[config.mk]
export PLATFORM = sky130hd
export DESIGN_NAME = touch_swipe_detector
export DESIGN_NICKNAME = d
export VERILOG_FILES = /design/src/rtl/core/tsd_pkg.sv /design/src/rtl/core/tsd_ram.sv /design/src/rtl/core/touch_swipe_detector.sv
export SDC_FILE = /design/constraint.sdc
export NUM_CORES = 2
export LEC_CHECK = 0
export BUFFER_PORTS_ARGS = -buffer_cell sky130_fd_sc_hd__buf_2
export CAP_MARGIN = 5
export CORE_ASPECT_RATIO = 0.9
export CORE_MARGIN = 2
export CORE_UTILIZATION = 44
export DETAILED_ROUTE_END_ITERATION = 8
export PLACE_DENSITY_LB_ADDON = 0.12
export SLEW_MARGIN = 40
export SYNTH_ARGS = -nofsm -noshare
export SYNTH_HDL_FRONTEND = slang
export SYNTH_SLANG_ARGS = --single-unit
[constraint.sdc]
create_clock -name aclk -period 13.38 [get_ports aclk]
set_input_delay 2.676 -clock aclk [delete_from_list [all_inputs] [get_ports aclk]]
set_output_delay 2.676 -clock aclk [all_outputs]
set_load 0.005 [all_outputs]
[src/rtl/core/tsd_pkg.sv]
// Package for the touch swipe detector: sizes, codes, slot entry type.
// No dependencies.
`default_nettype none

package tsd_pkg;

    localparam int SLOTS  = 8;
    localparam int SLOT_W = (SLOTS > 1) ? $clog2(SLOTS) : 1;

    localparam int CFG_IDX_W = 2;

    localparam logic [CFG_IDX_W-1:0] REG_WINDOW_WIDTH  = 2'd0;
    localparam logic [CFG_IDX_W-1:0] REG_WINDOW_HEIGHT = 2'd1;

    localparam logic [15:0] WINDOW_WIDTH_RST  = 16'd1920;
    localparam logic [15:0] WINDOW_HEIGHT_RST = 16'd1080;

    localparam logic [1:0] FUNC_DOWN   = 2'd0;
    localparam logic [1:0] FUNC_UP     = 2'd1;
    localparam logic [1:0] FUNC_MOTION = 2'd2;

    localparam logic [1:0] DIR_LEFT  = 2'd0;
    localparam logic [1:0] DIR_RIGHT = 2'd1;
    localparam logic [1:0] DIR_UP    = 2'd2;
    localparam logic [1:0] DIR_DOWN  = 2'd3;

    typedef struct packed {
        logic [7:0]  device;
        logic [15:0] finger;
        logic [15:0] x;
        logic [15:0] y;
    } slot_entry_t;

    localparam int ENTRY_W = $bits(slot_entry_t);

    typedef struct packed {
        logic              found;
        logic [SLOT_W-1:0] idx;
    } free_slot_t;

    // Lowest-numbered free slot.
    function automatic free_slot_t find_free(input logic [SLOTS-1:0] busy);
        free_slot_t res;
        res.found = 1'b0;
        res.idx   = '0;
        for (int i = SLOTS - 1; i >= 0; i--) begin
            if (!busy[i]) begin
                res.found = 1'b1;
                res.idx   = SLOT_W'(i);
            end
        end
        return res;
    endfunction

endpackage

`default_nettype wire

[src/rtl/core/tsd_ram.sv]
// Simple dual-port RAM, one write and one registered read port.
// No dependencies.
`default_nettype none

module tsd_ram #(
    parameter int DEPTH  = 8,
    parameter int WIDTH  = 8,
    parameter int ADDR_W = (DEPTH > 1) ? $clog2(DEPTH) : 1
) (
    input  wire logic              clk,
    input  wire logic              wr_en,
    input  wire logic [ADDR_W-1:0] wr_addr,
    input  wire logic [WIDTH-1:0]  wr_data,
    input  wire logic [ADDR_W-1:0] rd_addr,
    output logic      [WIDTH-1:0]  rd_data
);

    logic [WIDTH-1:0] mem [DEPTH];

    always_ff @(posedge clk) begin
        if (wr_en) begin
            mem[wr_addr] <= wr_data;
        end
    end

    always_ff @(posedge clk) begin
        rd_data <= mem[rd_addr];
    end

endmodule

`default_nettype wire

[src/rtl/core/touch_swipe_detector.sv]
// Touch swipe detector top level: slot table control, displacement test, ports.
// Depends on tsd_pkg and tsd_ram.
`default_nettype none

// One request at a time. A finger-down or motion request goes straight to the
// done state, and its result is registered into the output once the output
// register is free; the next request can then be taken. A finger-up request
// scans the slot memory through its single read port, a read and a compare
// state per slot checked, stopping at the first busy slot with the same device
// and finger; a match goes on through multiply and decide states. The slot busy
// bits clear at reset; there is no clearing pass. A finished result waits in the
// output register while the next request is accepted. Configuration writes are
// taken in any cycle and must only be issued while the block is idle.
module touch_swipe_detector import tsd_pkg::*; (
    input  wire logic                 aclk,
    input  wire logic                 aresetn,
    input  wire logic                 s_valid,
    output logic                      s_ready,
    input  wire logic [1:0]           s_func,
    input  wire logic [7:0]           s_touch_device,
    input  wire logic [15:0]          s_finger,
    input  wire logic [15:0]          s_x_pos,
    input  wire logic [15:0]          s_y_pos,
    output logic                      m_valid,
    input  wire logic                 m_ready,
    output logic                      m_swipe_valid,
    output logic [1:0]                m_direction,
    output logic                      m_error_flag,
    input  wire logic                 cfg_valid,
    output logic                      cfg_ready,
    input  wire logic [CFG_IDX_W-1:0] cfg_index,
    input  wire logic [15:0]          cfg_data
);

    localparam logic [2:0] ST_IDLE   = 3'd0;
    localparam logic [2:0] ST_READ   = 3'd1;
    localparam logic [2:0] ST_CMP    = 3'd2;
    localparam logic [2:0] ST_MUL    = 3'd3;
    localparam logic [2:0] ST_DECIDE = 3'd4;
    localparam logic [2:0] ST_DONE   = 3'd5;

    logic [2:0]        state_reg, state_next;
    logic [SLOT_W-1:0] idx_reg, idx_next;
    logic [SLOTS-1:0]  busy_reg, busy_next;
    logic [15:0]       width_reg, height_reg;
    logic              m_valid_reg;

    logic [7:0]  dev_reg;
    logic [15:0] finger_reg, x_reg, y_reg;
    logic [15:0] mag_x_reg, mag_y_reg;
    logic        neg_x_reg, neg_y_reg;
    logic [31:0] prod_x_reg, prod_y_reg;
    logic [15:0] lim_reg;
    logic        res_swipe_reg, res_err_reg;
    logic [1:0]  res_dir_reg;
    logic        m_swipe_reg, m_err_reg;
    logic [1:0]  m_dir_reg;

    logic              accept;
    free_slot_t        free_slot;
    logic              ram_we;
    slot_entry_t       wr_entry, rd_entry;
    logic [ENTRY_W-1:0] rd_raw;
    logic              hit;
    logic [16:0]       dx, dy, mag_x, mag_y;
    logic [34:0]       scaled_x, scaled_y, limit_ext;
    logic              beyond_x, beyond_y;
    logic              out_free;

    assign s_ready   = (state_reg == ST_IDLE);
    assign accept    = s_valid && s_ready;
    assign cfg_ready = 1'b1;
    assign free_slot = find_free(busy_reg);
    assign out_free  = !m_valid_reg || m_ready;

    assign ram_we   = accept && (s_func == FUNC_DOWN) && free_slot.found;
    assign wr_entry = '{device: s_touch_device, finger: s_finger, x: s_x_pos, y: s_y_pos};

    tsd_ram #(
        .DEPTH (SLOTS),
        .WIDTH (ENTRY_W)
    ) u_ram (
        .clk     (aclk),
        .wr_en   (ram_we),
        .wr_addr (free_slot.idx),
        .wr_data (wr_entry),
        .rd_addr (idx_reg),
        .rd_data (rd_raw)
    );

    assign rd_entry = slot_entry_t'(rd_raw);
    assign hit = busy_reg[idx_reg] && (rd_entry.device == dev_reg)
                 && (rd_entry.finger == finger_reg);

    assign dx    = {1'b0, x_reg} - {1'b0, rd_entry.x};
    assign dy    = {1'b0, y_reg} - {1'b0, rd_entry.y};
    assign mag_x = dx[16] ? (17'd0 - dx) : dx;
    assign mag_y = dy[16] ? (17'd0 - dy) : dy;

    // |d| * scale * 5 > min_side * 65536
    assign scaled_x  = {1'b0, prod_x_reg, 2'b00} + {3'b000, prod_x_reg};
    assign scaled_y  = {1'b0, prod_y_reg, 2'b00} + {3'b000, prod_y_reg};
    assign limit_ext = {3'b000, lim_reg, 16'h0000};
    assign beyond_x  = scaled_x > limit_ext;
    assign beyond_y  = scaled_y > limit_ext;

    always_comb begin
        state_next = state_reg;
        idx_next   = idx_reg;
        busy_next  = busy_reg;
        unique case (state_reg)
            ST_IDLE: begin
                if (accept) begin
                    if (s_func == FUNC_UP) begin
                        idx_next   = '0;
                        state_next = ST_READ;
                    end else begin
                        if ((s_func == FUNC_DOWN) && free_slot.found) begin
                            busy_next[free_slot.idx] = 1'b1;
                        end
                        state_next = ST_DONE;
                    end
                end
            end
            ST_READ: begin
                state_next = ST_CMP;
            end
            ST_CMP: begin
                if (hit) begin
                    busy_next[idx_reg] = 1'b0;
                    state_next = ST_MUL;
                end else if (idx_reg == SLOT_W'(SLOTS - 1)) begin
                    state_next = ST_DONE;
                end else begin
                    idx_next   = idx_reg + 1'b1;
                    state_next = ST_READ;
                end
            end
            ST_MUL: begin
                state_next = ST_DECIDE;
            end
            ST_DECIDE: begin
                state_next = ST_DONE;
            end
            ST_DONE: begin
                if (out_free) begin
                    state_next = ST_IDLE;
                end
            end
            default: begin
                state_next = ST_IDLE;
            end
        endcase
    end

    always_ff @(posedge aclk) begin
        if (!aresetn) begin
            state_reg   <= ST_IDLE;
            idx_reg     <= '0;
            busy_reg    <= '0;
            width_reg   <= WINDOW_WIDTH_RST;
            height_reg  <= WINDOW_HEIGHT_RST;
            m_valid_reg <= 1'b0;
        end else begin
            state_reg <= state_next;
            idx_reg   <= idx_next;
            busy_reg  <= busy_next;
            if (cfg_valid && cfg_ready) begin
                if (cfg_index == REG_WINDOW_WIDTH) begin
                    width_reg <= cfg_data;
                end else if (cfg_index == REG_WINDOW_HEIGHT) begin
                    height_reg <= cfg_data;
                end
            end
            if ((state_reg == ST_DONE) && out_free) begin
                m_valid_reg <= 1'b1;
            end else if (m_ready) begin
                m_valid_reg <= 1'b0;
            end
        end
    end

    always_ff @(posedge aclk) begin
        if (accept) begin
            dev_reg       <= s_touch_device;
            finger_reg    <= s_finger;
            x_reg         <= s_x_pos;
            y_reg         <= s_y_pos;
            res_swipe_reg <= 1'b0;
            res_dir_reg   <= DIR_LEFT;
            res_err_reg   <= (s_func == FUNC_DOWN) && !free_slot.found;
        end
        if (state_reg == ST_CMP) begin
            mag_x_reg <= mag_x[15:0];
            mag_y_reg <= mag_y[15:0];
            neg_x_reg <= dx[16];
            neg_y_reg <= dy[16];
            if (!hit && (idx_reg == SLOT_W'(SLOTS - 1))) begin
                res_err_reg <= 1'b1;
            end
        end
        if (state_reg == ST_MUL) begin
            prod_x_reg <= 32'(mag_x_reg) * 32'(width_reg);
            prod_y_reg <= 32'(mag_y_reg) * 32'(height_reg);
            lim_reg    <= (width_reg < height_reg) ? width_reg : height_reg;
        end
        if (state_reg == ST_DECIDE) begin
            if (beyond_x) begin
                res_swipe_reg <= 1'b1;
                res_dir_reg   <= neg_x_reg ? DIR_LEFT : DIR_RIGHT;
            end else if (beyond_y) begin
                res_swipe_reg <= 1'b1;
                res_dir_reg   <= neg_y_reg ? DIR_UP : DIR_DOWN;
            end
        end
        if ((state_reg == ST_DONE) && out_free) begin
            m_swipe_reg <= res_swipe_reg;
            m_dir_reg   <= res_dir_reg;
            m_err_reg   <= res_err_reg;
        end
    end

    assign m_valid       = m_valid_reg;
    assign m_swipe_valid = m_swipe_reg;
    assign m_direction   = m_dir_reg;
    assign m_error_flag  = m_err_reg;

endmodule

`default_nettype wire

==> metrics.txt <==
# TYPE chip_impl_metric gauge
chip_impl_metric{name="power_density",unit="nW/µm²"} 150
chip_impl_metric{name="first_global_vias",unit=""} 31500
chip_impl_metric{name="async_sr_flop_fraction",unit="%"} 0
chip_impl_metric{name="fin_crit",unit="ps"} 7100
chip_impl_metric{name="grt_first_pass_wirelength",unit="mm"} 189
chip_impl_metric{name="maxClockFrequency",unit="MHz"} 141
chip_impl_info{name="unrepaired_setup_endpoints_after_global_routing",value="no"} 1
chip_impl_metric{name="hold_violations",unit=""} 0
chip_impl_info{name="hp-class",value="register to register"} 1
chip_impl_metric{name="crit_fanout",unit=""} 16
chip_impl_metric{name="report.final.slew_viol_count",unit=""} 0
chip_impl_metric{name="clk-insertion-delay-late",unit="ps"} 660
chip_impl_info{name="status",value="completed"} 1
chip_impl_metric{name="power.share.switching",unit="%"} 35.4
chip_impl_metric{name="syn2layout_area_growth",unit="%"} 10.2
chip_impl_metric{name="post_synthesis_instance_area",unit="µm²"} 47800
chip_impl_metric{name="seq_power_share",unit="%"} 34.8
chip_impl_metric{name="drc_violations",unit=""} 0
chip_impl_metric{name="global_route.usage.total",unit="%"} 22.3
chip_impl_metric{name="grt_max_degree",unit=""} 58
chip_impl_metric{name="ioPinCount",unit=""} 88
chip_impl_metric{name="p_sw",unit="mW"} 2.79
chip_impl_metric{name="final_antenna_net_count",unit=""} 0
chip_impl_metric{name="h-tree-depth",unit=""} 3
chip_impl_metric{name="critPathArrivalTime",unit="ps"} 7500
chip_impl_metric{name="postSynthAreaPerCell",unit="µm²"} 11.4
chip_impl_metric{name="total_leakage_power",unit="nW"} 21.7
chip_impl_metric{name="grt-ovfl-total",unit=""} 0
chip_impl_metric{name="antenna_violations_before_repair",unit=""} 19
chip_impl_metric{name="avgRoutedWirePerCell",unit="µm"} 20.9
chip_impl_metric{name="first_pass_iters",unit=""} 6
chip_impl_metric{name="first_iter_violations",unit=""} 2046
chip_impl_info{name="synthDominantAreaCellType",value="edfxtp_1"} 1
chip_impl_info{name="ctsRootBufferMaster",value="clkbuf_16"} 1
chip_impl_metric{name="placeableCoreArea",unit="µm²"} 108000
chip_impl_metric{name="layout.cell_area.non_filler",unit="µm²"} 52700
chip_impl_metric{name="die_w",unit="µm"} 351
chip_impl_info{name="worst_path_class_setup",value="register to register"} 1
chip_impl_metric{name="area.sequential",unit="µm²"} 20800
chip_impl_metric{name="crit_required",unit="ps"} 13790
chip_impl_metric{name="placedInstanceArea",unit="µm²"} 50100
chip_impl_metric{name="synth-warning-count",unit=""} 0
chip_impl_info{name="worst_setup_path_end_kind",value="register"} 1
chip_impl_metric{name="setup_viol_count_final",unit=""} 0
chip_impl_metric{name="quantity_of_gates_resized_following_cts",unit=""} 0
chip_impl_metric{name="max_slew.worst_pin.slew",unit="ps"} 894
chip_impl_metric{name="via_per_inst",unit=""} 5.34
chip_impl_metric{name="power.share.combinational",unit="%"} 37.8
chip_impl_metric{name="hpwlAfterDp",unit="mm"} 81.7
chip_impl_info{name="cts_tree",value="built"} 1
chip_impl_info{name="yosys_most_used_dff",value="edfxtp_1"} 1
chip_impl_info{name="layout_top_registers",value="u_ram.mem x448, u_ram.rd_data x56"} 1
chip_impl_metric{name="clockBufferDepth",unit=""} 3
chip_impl_metric{name="maximum_ir_drop_on_the_vdd_rail",unit="mV"} 0.107
chip_impl_metric{name="pwr-share-clk",unit="%"} 27.4
chip_impl_metric{name="synth_seq_area_share",unit="%"} 43.6
chip_impl_metric{name="cts.sinks",unit=""} 729
chip_impl_metric{name="reg2reg_setup_slack",unit="ps"} 6280
chip_impl_metric{name="initial_utilization",unit="%"} 44.4
chip_impl_info{name="critical_path.most_common_cell",value="fa_1"} 1
chip_impl_metric{name="floorplan.rows",unit=""} 114
chip_impl_metric{name="nets",unit=""} 5073
chip_impl_info{name="top_post_synthesis_cells_by_area",value="edfxtp_1 (39%), fa_1 (16%), ha_1 (9.2%)"} 1
chip_impl_metric{name="io_buffers",unit=""} 86
chip_impl_info{name="path_cells",value="and2_1 > fa_1 > inv_1 > fa_1 > inv_1 > fa_1 > fa_1 > fa_1 > inv_1 > fa_1 > inv_1 > ha_1 > a21o_1 > or3b_2 > a311oi_1 > nor2_1 > o41ai_1 > o21ai_0 > o21a_1 > nor2_1 > xnor2_1"} 1
chip_impl_metric{name="max-slew-margin-rel",unit="%"} 40.4
chip_impl_info{name="mostFrequentLayoutCell",value="edfxtp_1"} 1
chip_impl_info{name="cp-start-kind",value="register"} 1
chip_impl_metric{name="final_min_period_over_clock_period",unit="%"} 53.0
chip_impl_metric{name="p_int",unit="mW"} 5.11
chip_impl_metric{name="syn_inst",unit=""} 4179
chip_impl_metric{name="fp.dieArea",unit="µm²"} 111000
chip_impl_metric{name="yosysTopAreaCellShare",unit="%"} 39.1
chip_impl_metric{name="clock-skew-final",unit="ps"} 39.1
chip_impl_info{name="max_flop_register",value="u_ram.mem"} 1
chip_impl_metric{name="cts.clk_slew.worst_paths",unit="ps"} 60
chip_impl_metric{name="critical-path-max-stage-delay",unit="ps"} 640
chip_impl_metric{name="gpl.final_weighted_congestion",unit=""} 0.862
chip_impl_metric{name="via_count",unit=""} 30800
chip_impl_metric{name="synth.lib_cells_used.distinct",unit=""} 77
chip_impl_info{name="timing.critical_path.slowest_stage_cell",value="edfxtp_1"} 1
chip_impl_metric{name="cts_made_buffers",unit=""} 79
chip_impl_metric{name="post_cts_buffers",unit=""} 0
chip_impl_metric{name="post_route_cells_drive_above_1_share",unit="%"} 7.72
chip_impl_metric{name="post_cts_hold_buffer_count",unit=""} 0
chip_impl_info{name="mostFrequentLayoutCells",value="edfxtp_1 (622), inv_1 (556), nand2_1 (433)"} 1
chip_impl_metric{name="largest_register_ffs",unit=""} 448
chip_impl_metric{name="maxCapViolations",unit=""} 0
chip_impl_metric{name="ys_ff_latch",unit=""} 729
chip_impl_metric{name="die_height",unit="µm"} 317
chip_impl_metric{name="synthesis.nets",unit=""} 5003
chip_impl_metric{name="synth_enable_flop_cells",unit=""} 622
chip_impl_metric{name="num-fill-cells",unit=""} 9793
chip_impl_metric{name="drt_wl_total",unit="mm"} 121
chip_impl_metric{name="timing.setup.tns",unit="ps"} 0
chip_impl_metric{name="combined_area_of_the_multi_input_logic_cells",unit="µm²"} 24400
[cell families after synthesis]
group	after synthesis	synth area share, %
compound gates	698	10.0
xor+xnor	171	3.13
fa+ha+maj	743	25.6
buf+inv	715	5.63
flops	729	43.6
mux	23	0.526
other cells	1	0.00785
simple gates	1099	11.5
[cell type report]
class	instances	area share (%)
multi-input combinational	2735	46.3
sequential	729	39.5
clock buffer	114	4.20
inverter	558	3.98
tap	1450	3.44
timing repair buffer	146	1.91
clock inverter	29	0.663
antenna	4	0.0190
[through the flow]
stage / total power [mW] / hold slack, ps / setup slack (ps) / utilization [%] / cells
floorplan: 4.92 / 408 / 5380 / - / 4179
global placement: 5.78 / 421 / 6390 / 46.4 / 5611
detailed placement: 5.76 / 425 / 6290 / 46.6 / 5618
CTS: 7.98 / 438 / 6260 / 49.0 / 5761
global route: 8.50 / 445 / 5870 / 49.0 / 5762
finish: 7.90 / 438 / 6280 / 49.0 / 5765
[power by group through the flow]
stage | Clock [mW] | Combinational (mW) | Sequential [mW]
after CTS | 2.21 | 3.01 | 2.75
after global placement | 0 | 2.98 | 2.80
after global routing | 2.30 | 3.44 | 2.76
after detailed placement | 0 | 2.96 | 2.80
final | 2.16 | 2.99 | 2.75
after floorplan | 0 | 2.17 | 2.75
[synth_stat cells (all sizes together) (4+ instances only)]
master,instances
edfxtp,622
inv,557
nand2,433
fa,392
ha,351
and2,256
a22oi,230
clkbuf,148
a21oi,132
xnor2,112
nor2,109
dfxtp,107
o21ai,88
nand4,75
a21o,64
xor2,59
nand3,45
nor3,44
o21a,37
a21boi,29
nor2b,28
nand2b,22
mux2,17
o21bai,17
a31oi,15
and3,15
or3,14
nor4,13
or2,12
a211oi,11
o211ai,11
buf,9
a2111oi,8
nor3b,8
o31ai,8
mux2i,6
or3b,6
a41oi,4
and3b,4
nand3b,4
o2111a,4
o2111ai,4
or4,4
[per-layer routing]
metal / routed length (µm) / GRT usage (%)
met5: 127 / 0
met4: 2300 / 4.91
met3: 6610 / 4.08
met2: 53600 / 34.5
met1: 58100 / 32.8
[critical path, delay by kind of cell (launching register included)]
| family | cells | cell delay, ps |
|---|---|---|
| adders and majority gates | 7 | 3350 |
| AOI/OAI and AO/OA | 5 | 1580 |
| and+or+nand+nor | 4 | 1010 |
| DFF | 1 | 640 |
| buffers and inverters | 4 | 220 |
| xor gates and xnor gates | 1 | 70 |
[worst paths after layout]
check                         start                        to  depth (start not counted)
max          mag_x_reg[5]$_DFFE_PP_  prod_x_reg[24]$_DFFE_PN_                         21
min          res_dir_reg[1]$_DFF_P_  m_direction[1]$_DFFE_PP_                          0
max reg2reg  mag_x_reg[5]$_DFFE_PP_  prod_x_reg[24]$_DFFE_PN_                         21
min reg2reg  res_dir_reg[1]$_DFF_P_  m_direction[1]$_DFFE_PP_                          0
(Power assumes the default switching activity.)
